File: config.mk
export PLATFORM = sky130hd
export DESIGN_NAME = rmf_out_fifo
export DESIGN_NICKNAME = d
export VERILOG_FILES = /design/src/hdl/rmf_pkg.sv /design/src/hdl/rmf_out_fifo.sv
export SDC_FILE = /design/constraint.sdc
export NUM_CORES = 1
export LEC_CHECK = 0
export ABC_AREA = 1
export CAP_MARGIN = 20
export CORE_ASPECT_RATIO = 1.25
export CORE_MARGIN = 10
export CORE_UTILIZATION = 63
export CTS_CLUSTER_SIZE = 25
export DETAILED_ROUTE_END_ITERATION = 8
export DONT_BUFFER_PORTS = 1
export PLACE_DENSITY_LB_ADDON = 0.25
export SLEW_MARGIN = 20
export SYNTH_ARGS = -nofsm -noshare
export SYNTH_HDL_FRONTEND = slang
export SYNTH_SLANG_ARGS = --single-unit
File: constraint.sdc
create_clock -name clk -period 3.21 [get_ports clk]
set_clock_uncertainty 0.2 [all_clocks]
set_input_delay 0.642 -clock clk [delete_from_list [all_inputs] [get_ports clk]]
set_output_delay 0.642 -clock clk [all_outputs]
set_load 0.005 [all_outputs]
File: src/hdl/rmf_pkg.sv
// Shared types, constants and helpers for the RGB 3x3 median filter.
package rmf_pkg;

	localparam int CH_BITS       = 8;
	localparam int PIX_BITS      = 3 * CH_BITS;
	localparam int SUM_BITS      = CH_BITS + 2;
	localparam int WIN_N         = 9;
	localparam int MED_RANK      = 4;
	localparam int RANK_BITS     = 4;

	localparam int CFG_IDX_BITS  = 1;
	localparam int CFG_W_BITS    = 9;
	localparam int CFG_H_BITS    = 8;
	localparam int CFG_DATA_BITS = CFG_W_BITS;
	localparam int CFG_W_MAX     = (1 << CFG_W_BITS) - 1;
	localparam int CFG_H_MAX     = (1 << CFG_H_BITS) - 1;
	localparam int W_DEFAULT     = 320;
	localparam int H_DEFAULT     = 240;

	localparam logic [CFG_IDX_BITS-1:0] REG_FRAME_WIDTH  = 1'b0;
	localparam logic [CFG_IDX_BITS-1:0] REG_FRAME_HEIGHT = 1'b1;

	localparam int OUT_DEPTH     = 5;
	localparam int OUT_CNT_BITS  = $clog2(OUT_DEPTH + 1);
	localparam int OUT_PTR_BITS  = $clog2(OUT_DEPTH);

	typedef struct packed {
		logic [CH_BITS-1:0] red;
		logic [CH_BITS-1:0] green;
		logic [CH_BITS-1:0] blue;
	} pix_t;

	typedef pix_t [WIN_N-1:0] win_t;

	typedef struct packed {
		logic border;
		logic last;
	} pos_ctl_t;

	typedef struct packed {
		logic last;
		pix_t pix;
	} out_beat_t;

	function automatic logic [SUM_BITS-1:0] pix_sum(input pix_t p);
		return SUM_BITS'(p.red) + SUM_BITS'(p.green) + SUM_BITS'(p.blue);
	endfunction

endpackage

File: src/hdl/rmf_out_fifo.sv
// Small result queue that decouples the pipeline from output backpressure.
module rmf_out_fifo
	import rmf_pkg::*;
(
	input  logic                    clk,
	input  logic                    arst_n,
	input  logic                    push,
	input  out_beat_t               push_beat,
	output logic                    head_valid,
	input  logic                    head_ready,
	output out_beat_t               head_beat,
	output logic [OUT_CNT_BITS-1:0] count
);

	out_beat_t                slot [OUT_DEPTH];
	logic [OUT_PTR_BITS-1:0]  wr_ptr_q, rd_ptr_q;
	logic [OUT_CNT_BITS-1:0]  cnt_q;
	logic                     pop;

	assign head_valid = cnt_q != '0;
	assign head_beat  = slot[rd_ptr_q];
	assign pop        = head_valid && head_ready;
	assign count      = cnt_q;

	always_ff @(posedge clk) begin
		if (push) begin
			slot[wr_ptr_q] <= push_beat;
		end
	end

	always_ff @(posedge clk or negedge arst_n) begin
		if (!arst_n) begin
			wr_ptr_q <= '0;
			rd_ptr_q <= '0;
			cnt_q    <= '0;
		end else begin
			if (push) begin
				wr_ptr_q <= (wr_ptr_q == OUT_PTR_BITS'(OUT_DEPTH - 1)) ? '0 :
					wr_ptr_q + OUT_PTR_BITS'(1);
			end
			if (pop) begin
				rd_ptr_q <= (rd_ptr_q == OUT_PTR_BITS'(OUT_DEPTH - 1)) ? '0 :
					rd_ptr_q + OUT_PTR_BITS'(1);
			end
			if (push && !pop) begin
				cnt_q <= cnt_q + OUT_CNT_BITS'(1);
			end else if (pop && !push) begin
				cnt_q <= cnt_q - OUT_CNT_BITS'(1);
			end
		end
	end

endmodule

==> results.md <==
- Post-detailed-route wirelength per cell: 16.5 um
- Logic gate share of total power: 28.5%
- Multi-input logic area: 1280 um2
- IO buf count: 0
- Final period utilization: 87.3%
- Worst VDD drop: 0.594 mV
- Net count of the finished layout: 608
- Min Clock Period, post-route: 2.80 ns
- Worst hold path endpoint: slot[2][7]
- Area taken by flip-flops and latches: 3980 um2
- Synthesized area per cell: 10.4 um2
- Power per standard cell area: 889 nW/um2
- Setup Crit Path Kind: flip-flop to output pin
- CP top delay family: flip-flops
- Met3 usage in global routing: 5.58%
- Chip height: 128 um
- Start of the worst register-to-register path: count[0]
- Worst Path Max Fanout: 53
- Final slew viol count: 0
- Top cells by area in the synthesized netlist: sky130_fd_sc_hd__edfxtp_1, sky130_fd_sc_hd__nand2_1, sky130_fd_sc_hd__inv_1, sky130_fd_sc_hd__nand3_1, sky130_fd_sc_hd__dfrtp_1
- Number of buffers added to fix hold violations after cts: 1
- Placement row count: 39
- Final sum of negative setup slack: 0 ns
- Hold WC Path Type: primary input to flip-flop
- Detailed Route Iter0 Violations: 267
- Wire length of the first global-routing pass: 19,000 um
- Fin worst setup slack: 0.408 ns
- GR Util met1: 19.6%
- Worst Hold Path Cells: 0
- Synthesized area: 5830 um2
- Die width: 106 um
- Post-synthesis to final-layout area growth: 11.2%
- Initial Util: 64.2%
- Overall die area: 13,500 um2
- Worst Hold Launch: push_beat[7]
- Layout cells sized above 1: 7.51%
- Biggest area consumer among synthesized cells: sky130_fd_sc_hd__edfxtp_1
- Worst Setup Slack post-DPL: 0.866 ns
- Most crowded layer after global routing: met2
- Worst path slowest cell: sky130_fd_sc_hd__dfrtp_2
- Setup crit start kind: flip-flop
- Most used cell, CP: sky130_fd_sc_hd__nand2_1
- Unrepaired setup endpoints after global routing: false
- Total congestion overflow after global routing: 0
- Post-DP HPWL: 7200 um
- Compound-Gate Fraction of Synth Area: 0.515%
- Buffers plus inverters on the worst setup path: 1
- Worst slew margin relative to its limit: 55.3%
- Total routed wirelength: 11,700 um
- Antenna violations before repair: 0
- Post-Place Cell Area: 5950 um2
- Main combinational cell family by area after synthesis: simple AND/OR/NAND/NOR gates
- Worst hold margin: 0.124 ns
- Drt via density: 5.18
- Finished layout cell area: 6480 um2
- Top library cells by usage in the layout, fill and taps aside: sky130_fd_sc_hd__nand2_1, sky130_fd_sc_hd__edfxtp_1, sky130_fd_sc_hd__inv_1
- Final core occ: 71.4%
- Number of buffers on the longest clock path: 2
- Run status: completed
- Switching pwr: 2.00 mW
- Area inside the core boundary: 9080 um2
- Via count of the first global-routing pass: 3,764
- Clock root buffer master: sky130_fd_sc_hd__clkbuf_16
- Detailed Routing Iterations Pass 1: 5
- Count of boundary I/O pins: 58
- Number of buffers inserted during clock tree synthesis: 17
- Post-synth top area share: 64.4%
- Synthesized-area fraction occupied by and/or/nand/nor cells: 19.3%
- Endpoint of the most critical register-to-register path: count[2]
- Total setup violations reported at the end of the flow: 0
- Crit path cell chain: inv_6, nand2_1, nand3_1, nand2_1, nand2_1, nand2_1
- Fraction of synthesized area in multiplexers: 0%
- Combined global-route utilization of all metal layers: 18.1%
- Worst reg2reg path depth: 9
- Worst-Margin Slew: 0.671 ns
- Maximum clock frequency: 357 MHz
- Post-synthesis sequential element count: 134
- Max Cap Viol: 0
- Sequential cell fraction of total power: 41.9%
- Count of cells resized by post-cts repair: 0
- Clock slew at the register clock pins of the worst setup and hold paths: 0.06 ns
- Leakage component of the power: 2.92 nW
- Total vias in the final route: 3,673
- Nets in the synthesized netlist: 598
- Clock sink count: 134
- Maximum number of pins on one net before global-route repair: 54
- Number of post-CTS setup repair buffers: 0
- Critical path data required time: 2.37 ns
- GP Congestion: 0.747
- Most common library cell in the layout ignoring fill and taps: sky130_fd_sc_hd__nand2_1
- DRC violations left: 0
- Number of fill cells: 628
- Register area share after synthesis: 68.3%
- Largest incremental delay on the critical path: 0.74 ns
- Post-route ant nets: 0
- Proportion of power drawn by the clock network: 29.6%
- Met2 track utilization from global routing: 31.8%
- CP endpoint kind: output pin
- Number of warnings printed during yosys synthesis: 0
- Int Power: 3.76 mW
- Xor and xnor area share after synthesis: 0.451%
- CTS tree: yes
- Adder and majority gate portion of the synthesized area: 1.42%
- Worst-case register-to-register setup slack: 1.06 ns
- Final hold vios: 0
- Fraction of power spent switching nets: 34.7%
- Total inserted antenna cells: 0
- Cells after Synth: 563
- CP arrival: 1.96 ns
- Insertion delay of the later-clocked pin in the worst-skew pair: 0.41 ns
- Maximum level of the CTS H-tree: 4
- Count of cell types in the netlist: 20
[state kept, by name, summed over array words and instances, names as in the netlist]
register and flops:
count 3, rd_ptr_q 3, slot 125, wr_ptr_q 3
[metrics by stage]
stage                     cells  power (mW)
after floorplan             563        3.71
after global placement      676        4.02
after detailed placement    676        4.10
after CTS                   709        5.81
after global routing        709        6.15
final                       709        5.76
[Yosys cell counts]
master,n
sky130_fd_sc_hd__inv_4,1
sky130_fd_sc_hd__o21ai_0,5
sky130_fd_sc_hd__xnor2_1,3
sky130_fd_sc_hd__fa_1,1
sky130_fd_sc_hd__buf_2,5
sky130_fd_sc_hd__inv_6,1
sky130_fd_sc_hd__buf_1,2
sky130_fd_sc_hd__nand2_1,218
sky130_fd_sc_hd__nand3_1,52
sky130_fd_sc_hd__nand4_1,1
sky130_fd_sc_hd__edfxtp_1,125
sky130_fd_sc_hd__nor3_1,1
sky130_fd_sc_hd__buf_6,6
sky130_fd_sc_hd__ha_1,5
sky130_fd_sc_hd__inv_1,109
sky130_fd_sc_hd__nor2_1,9
sky130_fd_sc_hd__inv_2,1
sky130_fd_sc_hd__a21oi_1,1
sky130_fd_sc_hd__buf_4,8
sky130_fd_sc_hd__dfrtp_1,9
[worst register-to-register path: cells and delay by family, from the launching register on]
family / cells / cell delay [ns]
flip-flops: 1 / 0.45
AND/OR/NAND/NOR: 5 / 0.61
adder cells (fa/ha/maj): 2 / 0.57
XOR/XNOR: 1 / 0.14
buffers and inverters: 1 / 0.07
[area by class of cell]
cell class,instances,area share (%)
Clock buffer,20,6.74
Clock inverter,12,1.35
Inverter,112,6.60
Multi-Input combinational cell,296,19.7
Sequential cell,134,61.4
Tap cell,123,2.37
Timing Repair Buffer,12,1.81
[cells by family after synthesis]
logic type | Yosys count
and+or+nand+nor | 281
AOI/OAI and AO/OA | 6
DFF | 134
buffers and inverters | 133
xor gates and xnor gates | 3
adders and majority gates | 6
[power by group through the flow]
stage	registers, mW	clock network (mW)	logic, mW
after floorplan	2.34	0	1.36
after global placement	2.43	0	1.59
after detailed placement	2.44	0	1.66
after CTS	2.41	1.72	1.67
after global routing	2.45	1.81	1.90
final	2.41	1.71	1.64
[worst max-delay path by stage]
stage,to,depth (start not counted),start,slack [ns]
after CTS,head_beat[14],6,rd_ptr_q[0],0.40
after floorplan,slot[4][0],2,push,0.13
final,head_beat[14],6,rd_ptr_q[0],0.41
after detailed placement,head_beat[14],6,rd_ptr_q[0],0.87
after global routing,head_beat[9],6,rd_ptr_q[0],0.23
after global placement,head_beat[22],6,rd_ptr_q[0],0.88
[per-layer routing]
metal  part of all wire (%)  vias up
li1                       -     1790
met1                     38     1728
met2                     52      134
met3                    8.3       21
met4                    2.0        0
met5                      0        -
Note: power is estimated with default switching activity, not from simulation.
