### config.mk
export PLATFORM = sky130hd
export DESIGN_NAME = rmf_median
export DESIGN_NICKNAME = d
export VERILOG_FILES = /design/src/hdl/rmf_pkg.sv /design/src/hdl/rmf_median.sv
export SDC_FILE = /design/constraint.sdc
export NUM_CORES = 1
export LEC_CHECK = 0
export BUFFER_PORTS_ARGS = -buffer_cell sky130_fd_sc_hd__buf_2
export CAP_MARGIN = 15
export CORE_AREA = 2 2 358 254
export CTS_CLUSTER_DIAMETER = 50
export DETAILED_ROUTE_END_ITERATION = 12
export DIE_AREA = 0 0 360 256
export SYNTH_ARGS = -nofsm -noshare
export SYNTH_HDL_FRONTEND = slang
export SYNTH_SLANG_ARGS = --single-unit
### constraint.sdc
create_clock -name clk -period 19.88 [get_ports clk]
set_input_delay 1.988 -clock clk [delete_from_list [all_inputs] [get_ports clk]]
set_output_delay 1.988 -clock clk [all_outputs]
set_load 0.1 [all_outputs]
### src/hdl/rmf_pkg.sv
// Shared types, constants and helpers for the RGB 3x3 median filter.
package rmf_pkg;

	localparam int CH_BITS       = 8;
	localparam int PIX_BITS      = 3 * CH_BITS;
	localparam int SUM_BITS      = CH_BITS + 2;
	localparam int WIN_N         = 9;
	localparam int MED_RANK      = 4;
	localparam int RANK_BITS     = 4;

	localparam int CFG_IDX_BITS  = 1;
	localparam int CFG_W_BITS    = 9;
	localparam int CFG_H_BITS    = 8;
	localparam int CFG_DATA_BITS = CFG_W_BITS;
	localparam int CFG_W_MAX     = (1 << CFG_W_BITS) - 1;
	localparam int CFG_H_MAX     = (1 << CFG_H_BITS) - 1;
	localparam int W_DEFAULT     = 320;
	localparam int H_DEFAULT     = 240;

	localparam logic [CFG_IDX_BITS-1:0] REG_FRAME_WIDTH  = 1'b0;
	localparam logic [CFG_IDX_BITS-1:0] REG_FRAME_HEIGHT = 1'b1;

	localparam int OUT_DEPTH     = 5;
	localparam int OUT_CNT_BITS  = $clog2(OUT_DEPTH + 1);
	localparam int OUT_PTR_BITS  = $clog2(OUT_DEPTH);

	typedef struct packed {
		logic [CH_BITS-1:0] red;
		logic [CH_BITS-1:0] green;
		logic [CH_BITS-1:0] blue;
	} pix_t;

	typedef pix_t [WIN_N-1:0] win_t;

	typedef struct packed {
		logic border;
		logic last;
	} pos_ctl_t;

	typedef struct packed {
		logic last;
		pix_t pix;
	} out_beat_t;

	function automatic logic [SUM_BITS-1:0] pix_sum(input pix_t p);
		return SUM_BITS'(p.red) + SUM_BITS'(p.green) + SUM_BITS'(p.blue);
	endfunction

endpackage

### src/hdl/rmf_median.sv
// Rank-4 pick in the 3x3 window by R+G+B or border copy, two register stages.
module rmf_median
	import rmf_pkg::*;
(
	input  logic      clk,
	input  logic      arst_n,
	input  logic      in_valid,
	input  win_t      win,
	input  pix_t      copy,
	input  pos_ctl_t  ctl,
	output logic      out_valid,
	output out_beat_t beat,
	output logic [1:0] inflight
);

	logic                v_s2, v_s3;
	win_t                win_s2, win_s3;
	pix_t                copy_s2, copy_s3;
	pos_ctl_t            ctl_s2, ctl_s3;
	logic [SUM_BITS-1:0] sum_s2 [WIN_N];
	logic [WIN_N-1:0][WIN_N-1:0] ahead, ahead_s3;
	logic [RANK_BITS-1:0] rank [WIN_N];
	pix_t                med;

	always_ff @(posedge clk or negedge arst_n) begin
		if (!arst_n) begin
			v_s2 <= 1'b0;
			v_s3 <= 1'b0;
		end else begin
			v_s2 <= in_valid;
			v_s3 <= v_s2;
		end
	end

	always_ff @(posedge clk) begin
		if (in_valid) begin
			win_s2  <= win;
			copy_s2 <= copy;
			ctl_s2  <= ctl;
			for (int i = 0; i < WIN_N; i++) begin
				sum_s2[i] <= pix_sum(win[i]);
			end
		end
		if (v_s2) begin
			win_s3   <= win_s2;
			copy_s3  <= copy_s2;
			ctl_s3   <= ctl_s2;
			ahead_s3 <= ahead;
		end
	end

	// ahead[i][j]: pixel j sorts before pixel i; ties go to the lower window slot
	always_comb begin
		for (int i = 0; i < WIN_N; i++) begin
			for (int j = 0; j < WIN_N; j++) begin
				if (j < i) begin
					ahead[i][j] = sum_s2[j] <= sum_s2[i];
				end else if (j > i) begin
					ahead[i][j] = sum_s2[j] < sum_s2[i];
				end else begin
					ahead[i][j] = 1'b0;
				end
			end
		end
	end

	always_comb begin
		med = '0;
		for (int i = 0; i < WIN_N; i++) begin
			rank[i] = '0;
			for (int j = 0; j < WIN_N; j++) begin
				rank[i] = rank[i] + RANK_BITS'(ahead_s3[i][j]);
			end
			if (rank[i] == RANK_BITS'(MED_RANK)) begin
				med = med | win_s3[i];
			end
		end
	end

	assign out_valid = v_s3;
	assign beat.last = ctl_s3.last;
	assign beat.pix  = ctl_s3.border ? copy_s3 : med;
	assign inflight  = 2'(v_s2) + 2'(v_s3);

endmodule

==> results.json, run 1 <==
{
  "synth_ff_type": "edfxtp_1",
  "rsz0062_at_grt": "false",
  "slew_violations": 0,
  "numCtsBuffers": 67,
  "die-width_um": 360,
  "avgSynthCellArea_um2": 13.53,
  "clockRootBuffer": "clkbuf_16",
  "required_ns": 17.89,
  "fin_crit_sh": 0.4042,
  "io_buffers": 272,
  "dp_slack_ns": 12.58,
  "syn_inst": 2667,
  "synth_top_family_by_area": "adder cells",
  "routedWlPerCell_um": 30.89,
  "top_layer_used": "met4",
  "yosys-mux-area-fraction": 0,
  "cts_tree": "yes",
  "power_frac_comb": 0.519,
  "r2r_slack_ns": 16.76,
  "cpMaxStageDelayCell": "or2_1",
  "status": "complete, no violations",
  "setup_violations": 0,
  "drc": 0,
  "synth_fa_ha_area_frac": 0.2213,
  "synth-compound-area-share": 0.1301,
  "power_density_nw_per_um2": 164.0,
  "synthXorXnorAreaFrac": 0.008738,
  "path_cells": "fa_1 > inv_1 > fa_1 > fa_1 > inv_1 > ha_1 > fa_1 > a211o_1 > nor4b_4 > or2_1 > a222oi_1 > a32oi_1 > buf_2",
  "syn_nets": 3480,
  "place_area_um2": 38940,
  "max_freq_ghz": 0.1244,
  "synth-edff-count": 646,
  "htree_num_levels": 3,
  "reg2reg_depth": 2,
  "min_path_type": "register to register",
  "met2_length_um": 52480,
  "holdPathStages": 0,
  "critPathCaptureType": "output pin",
  "p_int_mw": 3.544,
  "cts_setup_buffers": 0,
  "ys_seq_area_frac": 0.5390,
  "drt-met1-wl_um": 56480,
  "critPathKind": "register to output pin",
  "tritoncts_num_sinks": 648,
  "clockBufferDepth": 3,
  "critPathLaunchType": "register",
  "yosysTopAreaCell": "edfxtp_1",
  "core_area_um2": 88980,
  "synth_cell_type_count": 66,
  "critPathBufInv": 3,
  "die_height_um": 256,
  "yosys_warnings": 0,
  "fin_skew_ns": 0.02110,
  "post_cts_resized": 0,
  "ys_async_sr_fraction": 0.003086,
  "postCtsHoldBufs": 0,
  "overflow": 0,
  "hpwl_um": 100400,
  "clock_power_share": 0.185,
  "slowest_delay_ns": 0.84,
  "maxCapViolations": 0,
  "hold_viol_final": 0,
  "worst-path-stages": 13,
  "grt_pass1_wl_um": 180800,
  "detail_route.first_pass.iterations": 7,
  "synth_top_cells_by_count": "646 x edfxtp_1, 451 x ha_1, 328 x inv_1",
  "synth.area.top_cells": "edfxtp_1 54%, ha_1 16%, fa_1 6.5%, inv_1 3.4%, a22oi_1 2.0%",
  "drive_gt1_frac": 0.1398,
  "start_util": 0.4055,
  "path_delay_family": "adder cells",
  "avgViaCountPerCell": 6.092,
  "wirelength_um": 130300,
  "p_seq_frac": 0.295,
  "max_slew_margin": 0.2328,
  "area_growth_pct": 13.78,
  "first_iter_violations": 3867,
  "synth_top_area_share": 0.5376,
  "total_leakage_power_nw": 16.97,
  "ir_drop_uv": 273.8,
  "yosysMostFrequentCell": "edfxtp_1",
  "dieArea_um2": 92160,
  "wl_met3_um": 18390,
  "final_area_um2": 41060,
  "clk_pin_slew_ns": 0.07,
  "gp_congestion": 0.9751,
  "grt_max_degree": 134,
  "rows": 92,
  "yosys.area_share.simple": 0.06013,
  "pin_count": 273,
  "cpMostUsedCell": "fa_1",
  "nets": 3810,
  "grt_use_total": 0.2789,
  "p_sw_mw": 3.189,
  "antenna_left": 0,
  "num_vias": 25690,
  "worst_pin_slew_ns": 1.151,
  "antenna_found_initial": 7,
  "crit_fanout": 18,
  "crit_arrival_ns": 6.05,
  "switching_share": 0.4737,
  "finalSetupTns_ns": 0,
  "synth-seq-cells": 648,
  "syn_area_um2": 36080,
  "grt_pass1_vias": 25188,
  "clkLatencyLatePin_ns": 0.65,
  "setup_ws_ns": 11.84,
  "finalCriticalPeriod_ns": 8.036
}
[placed cells by master, fill, tap and decap left out, drive strengths merged, types with 5 or more instances in the layout]
master   netlist  final
a2111o         5      5
a211o         10     10
a211oi        40     40
a21boi        14     14
a21o          63     63
a21oi        129    129
a221oi         7      7
a222oi        23     23
a22o          31     31
a22oi         97     97
a32oi         21     21
and3          26     26
and4          32     32
buf           24    298
clkbuf        10     78
clkinv         0     22
edfxtp       646    646
fa           117    117
ha           451    451
inv          328    334
nand2         59     59
nand2b        15     15
nand3         13     13
nand4         46     46
nor2          69     69
nor2b         39     39
nor3          31     31
nor4b         14     14
o2111ai        6      6
o21a          66     66
o21ai        138    138
o31a           7      7
o31ai          5      5
or2           10     10
xnor2         28     28
xor2           8      8
[flip-flops by register name, summed over array words and instances, names as in the netlist]
| register | flops |
|---|---|
| win_s2 | 216 |
| copy_s3 | 24 |
| ctl_s3 | 1 |
| ctl_s2 | 2 |
| sum_s2 | 90 |
| ahead_s3 | 72 |
| beat | 1 |
| win_s3 | 216 |
| v_s2 | 1 |
| out_valid | 1 |
| copy_s2 | 24 |
[cell type report]
cell class	count	area (µm²)
diodes	1	2.502
repair buffers	298	1567
fillers	7790	47920
multi-input cells	1654	15220
well taps	1175	1470
inverters	328	1231
clock inverters	35	397.9
clock buffers	78	1718
flip-flops and latches	648	19450
[power groups by stage]
stage	combinational [mW]	sequential [mW]	clock, mW
finish	3.50	1.99	1.25
global route	3.74	1.99	1.32
CTS	3.44	1.97	1.26
detailed placement	3.42	2.00	0
global placement	3.31	2.00	0
floorplan	2.47	1.85	0
[metrics by stage]
step	utilization	hold WS, ns	total power [mW]	std cells
floorplan	-	0.4003	4.329	2667
global placement	0.4376	0.4011	5.310	4103
detailed placement	0.4376	0.4045	5.421	4103
CTS	0.4614	0.4052	6.680	4216
global route	0.4614	0.4084	7.050	4216
finish	0.4614	0.4047	6.733	4217
[per-layer routing]
layer  vias to the layer above  GRT usage
li1                      10850          -
met1                     12960     0.4146
met2                      1666     0.3819
met3                       214     0.1025
met4                         0    0.06839
met5                         -          0
[logic make-up after synthesis]
family | Yosys count
adder cells (fa/ha/maj) | 568
AO/OA/AOI/OAI | 684
flip-flops | 648
buffers and inverters | 365
XOR/XNOR | 36
AND/OR/NAND/NOR | 366
[path summary, 6_finish.rpt]
path	start	to
worst max-delay path	ahead_s3[36]	beat[23]
worst min-delay path	win_s2[66]	win_s3[66]
worst max register to register	v_s2	win_s3[174]
worst min register to register	win_s2[66]	win_s3[66]
max in group asynchronous	arst_n	v_s2
min in group asynchronous	arst_n	v_s2
(Power assumes the default switching activity.)
==> run 2: changes to the inputs <==
- clock period: 19.88 -> 7 ns (I/O delays scaled with it)
==> results.json, run 2 (synthesis results as in run 1) <==
{
  "overflow": 0,
  "crit_fanout": 9,
  "hpwl_um": 102100,
  "first_iter_violations": 3879,
  "wirelength_um": 131800,
  "core_area_um2": 88980,
  "pin_count": 273,
  "cts_setup_buffers": 0,
  "critPathKind": "register to output pin",
  "p_int_mw": 10.41,
  "grt_use_total": 0.2815,
  "worst_pin_slew_ns": 1.157,
  "clk_pin_slew_ns": 0.07,
  "avgViaCountPerCell": 6.080,
  "ir_drop_uv": 699.0,
  "detail_route.first_pass.iterations": 9,
  "antenna_left": 0,
  "grt_max_degree": 151,
  "critPathLaunchType": "register",
  "hold_viol_final": 0,
  "antenna_found_initial": 5,
  "htree_num_levels": 3,
  "drive_gt1_frac": 0.1450,
  "clock_power_share": 0.202,
  "switching_share": 0.4656,
  "fin_skew_ns": 0.02797,
  "dp_slack_ns": 1.260,
  "final_common_cell": "edfxtp_1",
  "required_ns": 6.30,
  "grt_util_met1": 0.4279,
  "finalCriticalPeriod_ns": 6.532,
  "drc": 0,
  "routedWlPerCell_um": 31.10,
  "grt_use_met2": 0.3787,
  "max_freq_ghz": 0.1531,
  "tritoncts_num_sinks": 648,
  "area_growth_pct": 14.80,
  "p_seq_frac": 0.290,
  "min_path_type": "input port to register",
  "nets": 3819,
  "reg_top3": "win_s2 x216, win_s3 x216, sum_s2 x90",
  "rows": 92,
  "start_util": 0.4055,
  "fin_crit_sh": 0.9331,
  "grt_pass1_vias": 25018,
  "crit_arrival_ns": 5.83,
  "power_density_nw_per_um2": 470.5,
  "dieArea_um2": 92160,
  "rsz0062_at_grt": "false",
  "critPathCaptureType": "output pin",
  "grt_pass1_wl_um": 182000,
  "maxCapViolations": 0,
  "final_cell_mix": "646 x edfxtp_1, 451 x ha_1, 328 x inv_1",
  "max_slew_margin": 0.2254,
  "grt_use_met3": 0.1003,
  "gr-max-usage-layer": "met1",
  "io_buffers": 272,
  "clkLatencyLatePin_ns": 0.67,
  "numCtsBuffers": 70,
  "setup_violations": 0,
  "power_frac_comb": 0.508,
  "num_vias": 25769,
  "clockBufferDepth": 3,
  "cts_tree": "yes",
  "slew_violations": 0,
  "status": "complete, no violations",
  "p_sw_mw": 9.075,
  "finalSetupTns_ns": 0,
  "gp_congestion": 0.9838,
  "total_leakage_power_nw": 17.13,
  "die_height_um": 256,
  "clockRootBuffer": "clkbuf_16",
  "setup_ws_ns": 0.4680,
  "die-width_um": 360
}
run 2: final timing paths:
check                             startpoint           to  slack (ns)  cells past startpoint
worst max-delay path            ahead_s3[63]     beat[20]        0.47                     13
worst min-delay path                 copy[1]   copy_s2[1]        0.20                      1
worst max register to register          v_s2  copy_s3[16]        4.04                      2
worst min register to register    win_s2[87]   win_s3[87]        0.40                      0
max in group asynchronous             arst_n         v_s2        6.55                      2
min in group asynchronous             arst_n         v_s2        0.35                      2
run 2: power groups by stage:
stage / Sequential, mW / Clock [mW] / Combinational (mW)
2_1_floorplan: 5.25 / 0 / 7.03
3_3_place_gp: 5.68 / 0 / 9.41
3_5_place_dp: 5.68 / 0 / 9.72
4_1_cts: 5.61 / 3.97 / 9.78
5_1_grt: 5.66 / 4.14 / 10.6
6_report: 5.66 / 3.93 / 9.90
run 2: worst max-delay path, cell delays in order, from the launching register on:
cell	delay, ns
edfxtp_1	0.40
fa_1	0.56
inv_1	0.06
fa_1	0.45
fa_1	0.49
inv_1	0.04
ha_1	0.19
fa_1	0.50
nor4b_4	0.91
buf_4	0.33
a211oi_1	0.11
and4_1	0.32
a32oi_1	0.31
buf_2	0.48
run 2: timing repair:
action | CTS | global route
hold endpoints to repair | 2 | 0
hold buffers | 1 | 0
resized for setup | 0 | 0
run 2: per-stage QoR:
stage	utilization	power (mW)	hold slack, ns	instances	instance area (µm²)
after floorplan	-	12.28	0.4003	2667	36080
after global placement	0.4383	15.09	0.4000	4108	39000
after detailed placement	0.4383	15.40	0.4045	4108	39000
after CTS	0.4655	19.36	0.1562	4237	41420
after global routing	0.4655	20.41	0.1690	4237	41420
final	0.4655	19.49	0.1952	4238	41420
run 2: area by class of cell:
type	instances	area (µm²)
Tap cell	1175	1470
Timing Repair Buffer	304	1639
Fill cell	7823	47560
Multi-Input combinational cell	1654	15220
Inverter	328	1231
Sequential cell	648	19450
Clock inverter	50	628.1
Antenna cell	1	2.502
Clock buffer	78	1782
run 2: routing by layer:
metal	wire length, µm	vias up	part of all wire
li1	-	10856	-
met1	57640	13057	0.44
met2	51960	1656	0.39
met3	19370	200	0.15
met4	2851	0	0.022
met5	0	-	0
